**src/cle_pkg.sv**
```systemverilog
// Shared definitions for the console line editor: action and result kind
// codes, terminal control characters and the result item type.
// Depends on nothing; imported by console_line_editor_top only.
`timescale 1ns / 1ps

package cle_pkg;

    // Input action codes
    localparam logic [1:0] ACT_RX    = 2'd0;
    localparam logic [1:0] ACT_READ  = 2'd1;
    localparam logic [1:0] ACT_ERROR = 2'd2;

    // Result kind codes
    localparam logic [2:0] KIND_ECHO    = 3'd0;
    localparam logic [2:0] KIND_ERASE   = 3'd1;
    localparam logic [2:0] KIND_LINE    = 3'd2;
    localparam logic [2:0] KIND_END     = 3'd3;
    localparam logic [2:0] KIND_NO_LINE = 3'd4;
    localparam logic [2:0] KIND_REFUSED = 3'd5;

    // Terminal control characters
    localparam logic [7:0] CH_EOT = 8'h04;
    localparam logic [7:0] CH_BEL = 8'h07;
    localparam logic [7:0] CH_BS  = 8'h08;
    localparam logic [7:0] CH_LF  = 8'h0A;
    localparam logic [7:0] CH_CR  = 8'h0D;
    localparam logic [7:0] CH_NAK = 8'h15;
    localparam logic [7:0] CH_DEL = 8'h7F;

    // Largest erase run reported in one result item
    localparam int unsigned MAX_ERASE_RUN = 255;

    // One result item as held in the output register
    typedef struct packed {
        logic [2:0] kind;
        logic [7:0] out_byte;
        logic [7:0] erase_count;
        logic       last;
    } cle_result_t;

endpackage

```
**src/console_line_editor_top.sv**
```systemverilog
// Top level of the console line editor: editing and delivery control,
// result staging and the output register.
// Depends on cle_pkg and cle_line_store.
`timescale 1ns / 1ps

// Console line editor. Each input item (received byte, read request or
// receive error) acts on the editing state as soon as it is accepted, so
// one item can be taken every clock while input is not refused. An item
// leaves zero or one result, except CR or LF, which leaves two (CR echo,
// then LF echo) and holds the staging register until the LF echo moves
// on. A delivered line byte is read from the single read port of the line
// store at the same edge that accepts the read request and loads the
// staging register, so it is ready when the result moves on. Every result
// passes through the staging register and then the output register, where
// it stays until it is taken. Input is refused only while the staging
// register holds a result that the output cannot yet take, including the
// cycle in which the CR echo of a pair moves on. The line store is never
// cleared: delivery only reads entries written for the current line.
module console_line_editor_top #(
    parameter int LINE_DEPTH = 256
) (
    input  logic       clk,
    input  logic       rst_n,
    input  logic       in_valid,
    output logic       in_ready,
    input  logic [1:0] action,
    input  logic [7:0] rx_byte,
    output logic       out_valid,
    input  logic       out_ready,
    output logic [2:0] kind,
    output logic [7:0] out_byte,
    output logic [7:0] erase_count,
    output logic       last
);
    import cle_pkg::*;

    localparam int AW = (LINE_DEPTH > 1) ? $clog2(LINE_DEPTH) : 1;
    localparam int FW = $clog2(LINE_DEPTH + 1);

    // Editing and delivery state
    logic [FW-1:0] fill_count_reg, fill_count_next;
    logic [FW-1:0] remaining_reg, remaining_next;
    logic [AW-1:0] read_index_reg, read_index_next;
    logic          delivering_reg, delivering_next;

    // Staging register: result decided at acceptance
    logic       s1_valid_reg;
    logic [2:0] s1_kind_reg;
    logic [7:0] s1_byte_reg;
    logic [7:0] s1_count_reg;
    logic       s1_pair_reg;
    logic       s1_mem_reg;

    // Output register
    logic        out_valid_reg;
    cle_result_t out_reg;

    // Decode results
    logic        in_fire;
    logic        ld;
    logic [2:0]  ld_kind;
    logic [7:0]  ld_byte;
    logic [7:0]  ld_count;
    logic        ld_pair;
    logic        ld_mem;
    logic        wr_en;
    logic [7:0]  wr_data;
    logic        rd_en;
    logic [7:0]  rd_data;
    logic [FW-1:0] erase_n;
    logic [FW-1:0] fill_after_nl;

    // Handshake
    logic out_free;
    logic s1_move;
    logic s1_done;

    assign out_free = !out_valid_reg || out_ready;
    assign s1_move  = s1_valid_reg && out_free;
    assign s1_done  = s1_move && !s1_pair_reg;
    assign in_ready = !s1_valid_reg || s1_done;
    assign in_fire  = in_valid && in_ready;

    // Erase run length for Ctrl-U, capped at one run
    assign erase_n = (32'(fill_count_reg) > 32'(MAX_ERASE_RUN)) ?
                     FW'(MAX_ERASE_RUN) : fill_count_reg;

    // Fill after storing a newline, if there is room
    assign fill_after_nl = (fill_count_reg < FW'(LINE_DEPTH)) ?
                           fill_count_reg + FW'(1) : fill_count_reg;

    // Decide the item's effect on the state and its result
    always_comb
    begin
        fill_count_next = fill_count_reg;
        remaining_next  = remaining_reg;
        read_index_next = read_index_reg;
        delivering_next = delivering_reg;
        ld       = 1'b0;
        ld_kind  = KIND_ECHO;
        ld_byte  = 8'd0;
        ld_count = 8'd0;
        ld_pair  = 1'b0;
        ld_mem   = 1'b0;
        wr_en    = 1'b0;
        wr_data  = rx_byte;
        rd_en    = 1'b0;

        if (in_fire)
        begin
            if (delivering_reg)
            begin
                case (action)
                    ACT_RX:
                    begin
                        ld      = 1'b1;
                        ld_kind = KIND_REFUSED;
                    end
                    ACT_READ:
                    begin
                        ld = 1'b1;
                        if (remaining_reg == '0)
                        begin
                            ld_kind         = KIND_END;
                            delivering_next = 1'b0;
                            read_index_next = '0;
                        end
                        else
                        begin
                            ld_kind         = KIND_LINE;
                            ld_mem          = 1'b1;
                            rd_en           = 1'b1;
                            remaining_next  = remaining_reg - FW'(1);
                            read_index_next = read_index_reg + AW'(1);
                            if (remaining_reg == FW'(1))
                            begin
                                delivering_next = 1'b0;
                                read_index_next = '0;
                            end
                        end
                    end
                    default:
                    begin
                        // receive error and unused code: drop
                    end
                endcase
            end
            else
            begin
                case (action)
                    ACT_READ:
                    begin
                        ld      = 1'b1;
                        ld_kind = KIND_NO_LINE;
                    end
                    ACT_ERROR:
                    begin
                        remaining_next  = fill_count_reg;
                        read_index_next = '0;
                        fill_count_next = '0;
                        delivering_next = 1'b1;
                    end
                    ACT_RX:
                    begin
                        if (rx_byte == CH_EOT)
                        begin
                            remaining_next  = fill_count_reg;
                            read_index_next = '0;
                            fill_count_next = '0;
                            delivering_next = 1'b1;
                        end
                        else if (rx_byte inside {CH_CR, CH_LF})
                        begin
                            wr_en           = (fill_count_reg < FW'(LINE_DEPTH));
                            wr_data         = CH_LF;
                            remaining_next  = fill_after_nl;
                            read_index_next = '0;
                            fill_count_next = '0;
                            delivering_next = 1'b1;
                            ld              = 1'b1;
                            ld_kind         = KIND_ECHO;
                            ld_byte         = CH_CR;
                            ld_pair         = 1'b1;
                        end
                        else if (rx_byte inside {CH_BS, CH_DEL})
                        begin
                            if (fill_count_reg != '0)
                            begin
                                fill_count_next = fill_count_reg - FW'(1);
                                ld              = 1'b1;
                                ld_kind         = KIND_ERASE;
                                ld_count        = 8'd1;
                            end
                        end
                        else if (rx_byte == CH_NAK)
                        begin
                            if (fill_count_reg != '0)
                            begin
                                fill_count_next = fill_count_reg - erase_n;
                                ld              = 1'b1;
                                ld_kind         = KIND_ERASE;
                                ld_count        = 8'(erase_n);
                            end
                        end
                        else if (fill_count_reg >= FW'(LINE_DEPTH - 1))
                        begin
                            ld      = 1'b1;
                            ld_kind = KIND_ECHO;
                            ld_byte = CH_BEL;
                        end
                        else
                        begin
                            wr_en           = 1'b1;
                            fill_count_next = fill_count_reg + FW'(1);
                            ld              = 1'b1;
                            ld_kind         = KIND_ECHO;
                            ld_byte         = rx_byte;
                        end
                    end
                    default:
                    begin
                        // unused action code: drop
                    end
                endcase
            end
        end
    end

    // Line store
    cle_line_store #(
        .DEPTH (LINE_DEPTH),
        .AW    (AW)
    ) u_store (
        .clk     (clk),
        .wr_en   (wr_en),
        .wr_addr (fill_count_reg[AW-1:0]),
        .wr_data (wr_data),
        .rd_en   (rd_en),
        .rd_addr (read_index_reg),
        .rd_data (rd_data)
    );

    // Advance the editing state
    always_ff @(posedge clk or negedge rst_n)
    begin
        if (!rst_n)
        begin
            fill_count_reg <= '0;
            remaining_reg  <= '0;
            read_index_reg <= '0;
            delivering_reg <= 1'b0;
        end
        else
        begin
            fill_count_reg <= fill_count_next;
            remaining_reg  <= remaining_next;
            read_index_reg <= read_index_next;
            delivering_reg <= delivering_next;
        end
    end

    // Staging register control: load on a new item, turn CR into LF after
    // the first of a pair moves on
    always_ff @(posedge clk or negedge rst_n)
    begin
        if (!rst_n)
        begin
            s1_valid_reg <= 1'b0;
            s1_pair_reg  <= 1'b0;
        end
        else if (ld)
        begin
            s1_valid_reg <= 1'b1;
            s1_pair_reg  <= ld_pair;
        end
        else if (s1_move)
        begin
            s1_valid_reg <= s1_pair_reg;
            s1_pair_reg  <= 1'b0;
        end
    end

    // Staging register payload
    always_ff @(posedge clk)
    begin
        if (ld)
        begin
            s1_kind_reg  <= ld_kind;
            s1_byte_reg  <= ld_byte;
            s1_count_reg <= ld_count;
            s1_mem_reg   <= ld_mem;
        end
        else if (s1_move && s1_pair_reg)
        begin
            s1_byte_reg <= CH_LF;
        end
    end

    // Output register control
    always_ff @(posedge clk or negedge rst_n)
    begin
        if (!rst_n)
        begin
            out_valid_reg <= 1'b0;
        end
        else if (out_free)
        begin
            out_valid_reg <= s1_valid_reg;
        end
    end

    // Output register payload; line bytes come from the store's read data
    always_ff @(posedge clk)
    begin
        if (s1_move)
        begin
            out_reg.kind        <= s1_kind_reg;
            out_reg.out_byte    <= s1_mem_reg ? rd_data : s1_byte_reg;
            out_reg.erase_count <= s1_count_reg;
            out_reg.last        <= !s1_pair_reg;
        end
    end

    assign out_valid   = out_valid_reg;
    assign kind        = out_reg.kind;
    assign out_byte    = out_reg.out_byte;
    assign erase_count = out_reg.erase_count;
    assign last        = out_reg.last;

    // A pending LF always sits in a valid staging register
    a_pair_in_stage: assert property (@(posedge clk) disable iff (!rst_n)
        s1_pair_reg |-> s1_valid_reg)
        else $error("pending LF without a staged result");

    // Delivery starts with an empty edit buffer and keeps it empty
    a_fill_clear_in_delivery: assert property (@(posedge clk) disable iff (!rst_n)
        delivering_reg |-> fill_count_reg == '0)
        else $error("edit buffer not empty during delivery");

    // Read pointer rests at zero while editing
    a_read_index_idle: assert property (@(posedge clk) disable iff (!rst_n)
        !delivering_reg |-> read_index_reg == '0)
        else $error("read pointer moved while editing");

    // Delivery never runs past the end of the store
    a_delivery_bound: assert property (@(posedge clk) disable iff (!rst_n)
        (32'(read_index_reg) + 32'(remaining_reg)) <= 32'(LINE_DEPTH))
        else $error("delivery would read past the line store");

    // A loaded line byte is staged with the flag that takes the store's read data
    a_line_after_read: assert property (@(posedge clk) disable iff (!rst_n)
        ld && ld_mem |=> s1_valid_reg && s1_mem_reg)
        else $error("line byte lost from staging register");

endmodule

```
**src/cle_line_store.sv**
```systemverilog
// Line store of the console line editor: one write port and one read port
// with registered read data.
// Depends on nothing outside this file.
`timescale 1ns / 1ps

module cle_line_store #(
    parameter int DEPTH = 256,
    parameter int AW    = 8
) (
    input  logic          clk,
    input  logic          wr_en,
    input  logic [AW-1:0] wr_addr,
    input  logic [7:0]    wr_data,
    input  logic          rd_en,
    input  logic [AW-1:0] rd_addr,
    output logic [7:0]    rd_data
);

    logic [7:0] mem [DEPTH];
    logic [7:0] rd_data_reg;

    // Write one entry per cycle
    always_ff @(posedge clk)
    begin
        if (wr_en)
        begin
            mem[wr_addr] <= wr_data;
        end
    end

    // Read one entry; hold the data until the next read
    always_ff @(posedge clk)
    begin
        if (rd_en)
        begin
            rd_data_reg <= mem[rd_addr];
        end
    end

    assign rd_data = rd_data_reg;

endmodule
```
**config.mk**
```make
export PLATFORM = sky130hd
export DESIGN_NAME = console_line_editor_top
export DESIGN_NICKNAME = d
export VERILOG_FILES = /design/src/cle_pkg.sv /design/src/console_line_editor_top.sv /design/src/cle_line_store.sv
export SDC_FILE = /design/constraint.sdc
export NUM_CORES = 2
export LEC_CHECK = 0
export BUFFER_PORTS_ARGS = -buffer_cell sky130_fd_sc_hd__buf_2
export CAP_MARGIN = 20
export CORE_ASPECT_RATIO = 1.1
export CORE_MARGIN = 2
export CORE_UTILIZATION = 25
export DETAILED_ROUTE_END_ITERATION = 6
export PLACE_DENSITY_LB_ADDON = 0.12
export SETUP_SLACK_MARGIN = 0.05
export SLEW_MARGIN = 25
export SYNTH_ARGS = -nofsm -noshare
export SYNTH_HDL_FRONTEND = slang
export SYNTH_SLANG_ARGS = --single-unit
```
**constraint.sdc**
```tcl
create_clock -name clk -period 14.2 [get_ports clk]
set_input_delay 1.42 -clock clk [delete_from_list [all_inputs] [get_ports clk]]
set_output_delay 1.42 -clock clk [all_outputs]
set_load 0.05 [all_outputs]
```
==> metrics.json <==
{
  "status": "finished clean",
  "grt_setup_unrepaired": "no",
  "netlist_cell_types": 79,
  "final_period_minus_worst_setup_slack_ns": 6.53,
  "crit_required_ns": 14.69,
  "cts_tree": "yes",
  "initial_core_util": 0.252,
  "gr-usage-all-layers": 0.170,
  "syn_inst": 4186,
  "yosysSeqAreaShare": 0.760,
  "placement_rows": 222,
  "clk-insertion-delay-late_ns": 0.91,
  "hold_ws_ns": 0.423,
  "cts.hold.buffers_added": 0,
  "post-cts-setup-buffers": 0,
  "p_leak_uw": 0.0292,
  "power.density_cell_area_nw_per_um2": 178,
  "post_synth_main_area_contributors": "edfxtp_1, mux4_2, mux2i_1",
  "io_buffer_count": 35,
  "antenna_found_initial": 17,
  "synth-edff-count": 2096,
  "grt_overflow_total": 0,
  "fin_area_um2": 97200,
  "grt_max_degree": 152,
  "critPathCaptureType": "register",
  "synth.cell_area_um2": 83800,
  "mappedNetlistNets": 4214,
  "avgSynthCellArea_um2": 20.0,
  "setup.worst_path.class": "input port to register",
  "ir_drop_mv": 0.107,
  "number_of_top_level_design_ports": 36,
  "p_total_uw": 17300,
  "die_h_um": 611,
  "synth_top_cell_by_area": "edfxtp_1",
  "drt-total-wl_um": 293000,
  "timing.max_slew.rel_slack": 0.239,
  "gp_routability_congestion": 0.825,
  "synthTopCellsByCount": "edfxtp_1, mux4_2, nor2_1, clkbuf_1, mux2i_1",
  "postSynth.asyncResetShare": 0.0141,
  "die_x_um": 556,
  "core_um2": 333000,
  "dp_hpwl_um": 181000,
  "avgRoutedWirePerCell_um": 32.9,
  "synth-seq-cells": 2126,
  "slew_viol_final": 0,
  "critPathArrivalTime_ns": 7.02,
  "first_global_vias": 44417,
  "final.fill_count": 32409,
  "die_area_um2": 340000,
  "fraction_of_synthesized_cell_area_taken_by_the_top_area_cell_type": 0.751,
  "drt_first_pass_iters": 5,
  "setup_tns_ns": 0,
  "type_of_origin_of_the_critical_path": "input port",
  "setup_violations": 0,
  "max_slew.worst_pin.slew_ns": 1.13,
  "maximum_buffer_depth_of_the_clock_tree": 4,
  "clk_root_buffer_cell": "clkbuf_16",
  "detailroute.via_count": 42832,
  "grt_pass1_wl_um": 399000,
  "max_clock_freq_mhz": 153,
  "hold_viol_final": 0,
  "critical_path_peak_fanout": 93,
  "synth_flop_cell": "edfxtp_1",
  "num-nets-final": 4352,
  "drtIter0Drc": 4119,
  "clkSinkCount": 2126,
  "maxCapViolCount": 0,
  "cts_inserted_buffers": 235,
  "h-tree-depth": 4,
  "areaGrowthSynthToFinish_pct": 16.0,
  "clk_transition_reported_paths_ns": 0.06,
  "placedInstanceArea_um2": 89600,
  "detail-route-antenna-nets": 0,
  "yosys_warnings": 0,
  "postCtsResizedCells": 0,
  "viasPerCell": 4.82,
  "drcViolationCount": 0,
  "drive_above_1_share": 0.236,
  "layout_skew_ns": 0.0541,
  "yosys.cell_count.top_type": "edfxtp_1",
  "hold_path.class": "register to register",
  "largest_reg_flops": 2048,
  "min_period_over_period": 0.460
}
[where the power goes]
group | switching [uW] | internal, uW | leakage (uW)
registers | 97.9 | 6930 | 0.0192
clock network | 2550 | 3520 | 0.00366
logic | 2760 | 1400 | 0.00634
[area by class of cell]
cell class                      count  area (um^2)  area share
Clock buffer                      273         6070      0.0624
Timing Repair Buffer              168         1430      0.0147
Tap cell                         4368         5470      0.0562
Sequential cell                  2126        63700       0.656
Multi-Input combinational cell   1770        19000       0.195
Antenna cell                        9         22.5    0.000232
Clock inverter                    148         1410      0.0145
Inverter                           23         88.8    0.000914
[cell families after synthesis]
logic type               count (synthesis)  share of synthesized area
flip-flops                            2126                      0.760
AO/OA/AOI/OAI                          464                     0.0392
AND/OR/NAND/NOR                        665                     0.0379
XOR/XNOR                                 9                   0.000941
adder cells (fa/ha/maj)                 14                    0.00209
multiplexers                           618                      0.144
buffers and inverters                  290                     0.0151
[routing by layer]
metal	GRT usage	wire length (um)
met4	0.0463	8370
met5	0	0
met3	0.0219	12700
met1	0.234	131000
met2	0.281	141000
[worst max-delay path, stage by stage]
cell	delay (ns)
buf_8	0.46
buf_4	0.79
nor4_1	0.27
and4b_1	0.36
or4_1	0.62
o21ai_4	0.72
nand4_1	0.95
buf_4	0.64
nor2_1	0.66
[final timing paths]
check / from / end / slack, ns / cells after the start
min in group asynchronous: rst_n / s1_valid_reg / 0.51 / 1
setup reg to reg: fill_count_reg[0] / u_store.mem[50][5] / 7.74 / 12
max in group asynchronous: rst_n / read_index_reg[3] / 13.23 / 1
setup / recovery: rx_byte[6] / u_store.mem[50][5] / 7.67 / 9
hold reg to reg: s1_count_reg[2] / erase_count[2] / 0.42 / 0
hold / removal: s1_count_reg[2] / erase_count[2] / 0.42 / 0
[placed cells by master (no fill, tap or decap), types with 18 or more instances in the layout]
cell	count
edfxtp_1	2096
mux4_2	470
nor2_1	306
clkbuf_16	237
mux2i_1	119
buf_4	119
nand2_1	114
a22oi_1	113
a21oi_1	69
o22ai_1	65
clkinv_1	59
clkinv_2	47
nor3_1	41
o21ai_0	38
clkbuf_1	36
nand3_1	33
mux2_2	29
buf_2	29
bufinv_16	27
dfrtp_1	25
nor4_1	22
inv_1	19
o221ai_1	18
[per-stage QoR]
stage	cells	setup slack [ns]	utilization
after floorplan	4186	3.36	-
after global placement	8451	6.60	0.269
after detailed placement	8454	6.56	0.269
after CTS	8875	7.55	0.292
after global routing	8877	7.46	0.292
final	8885	7.67	0.292
Power figures use the tool's default switching activity.
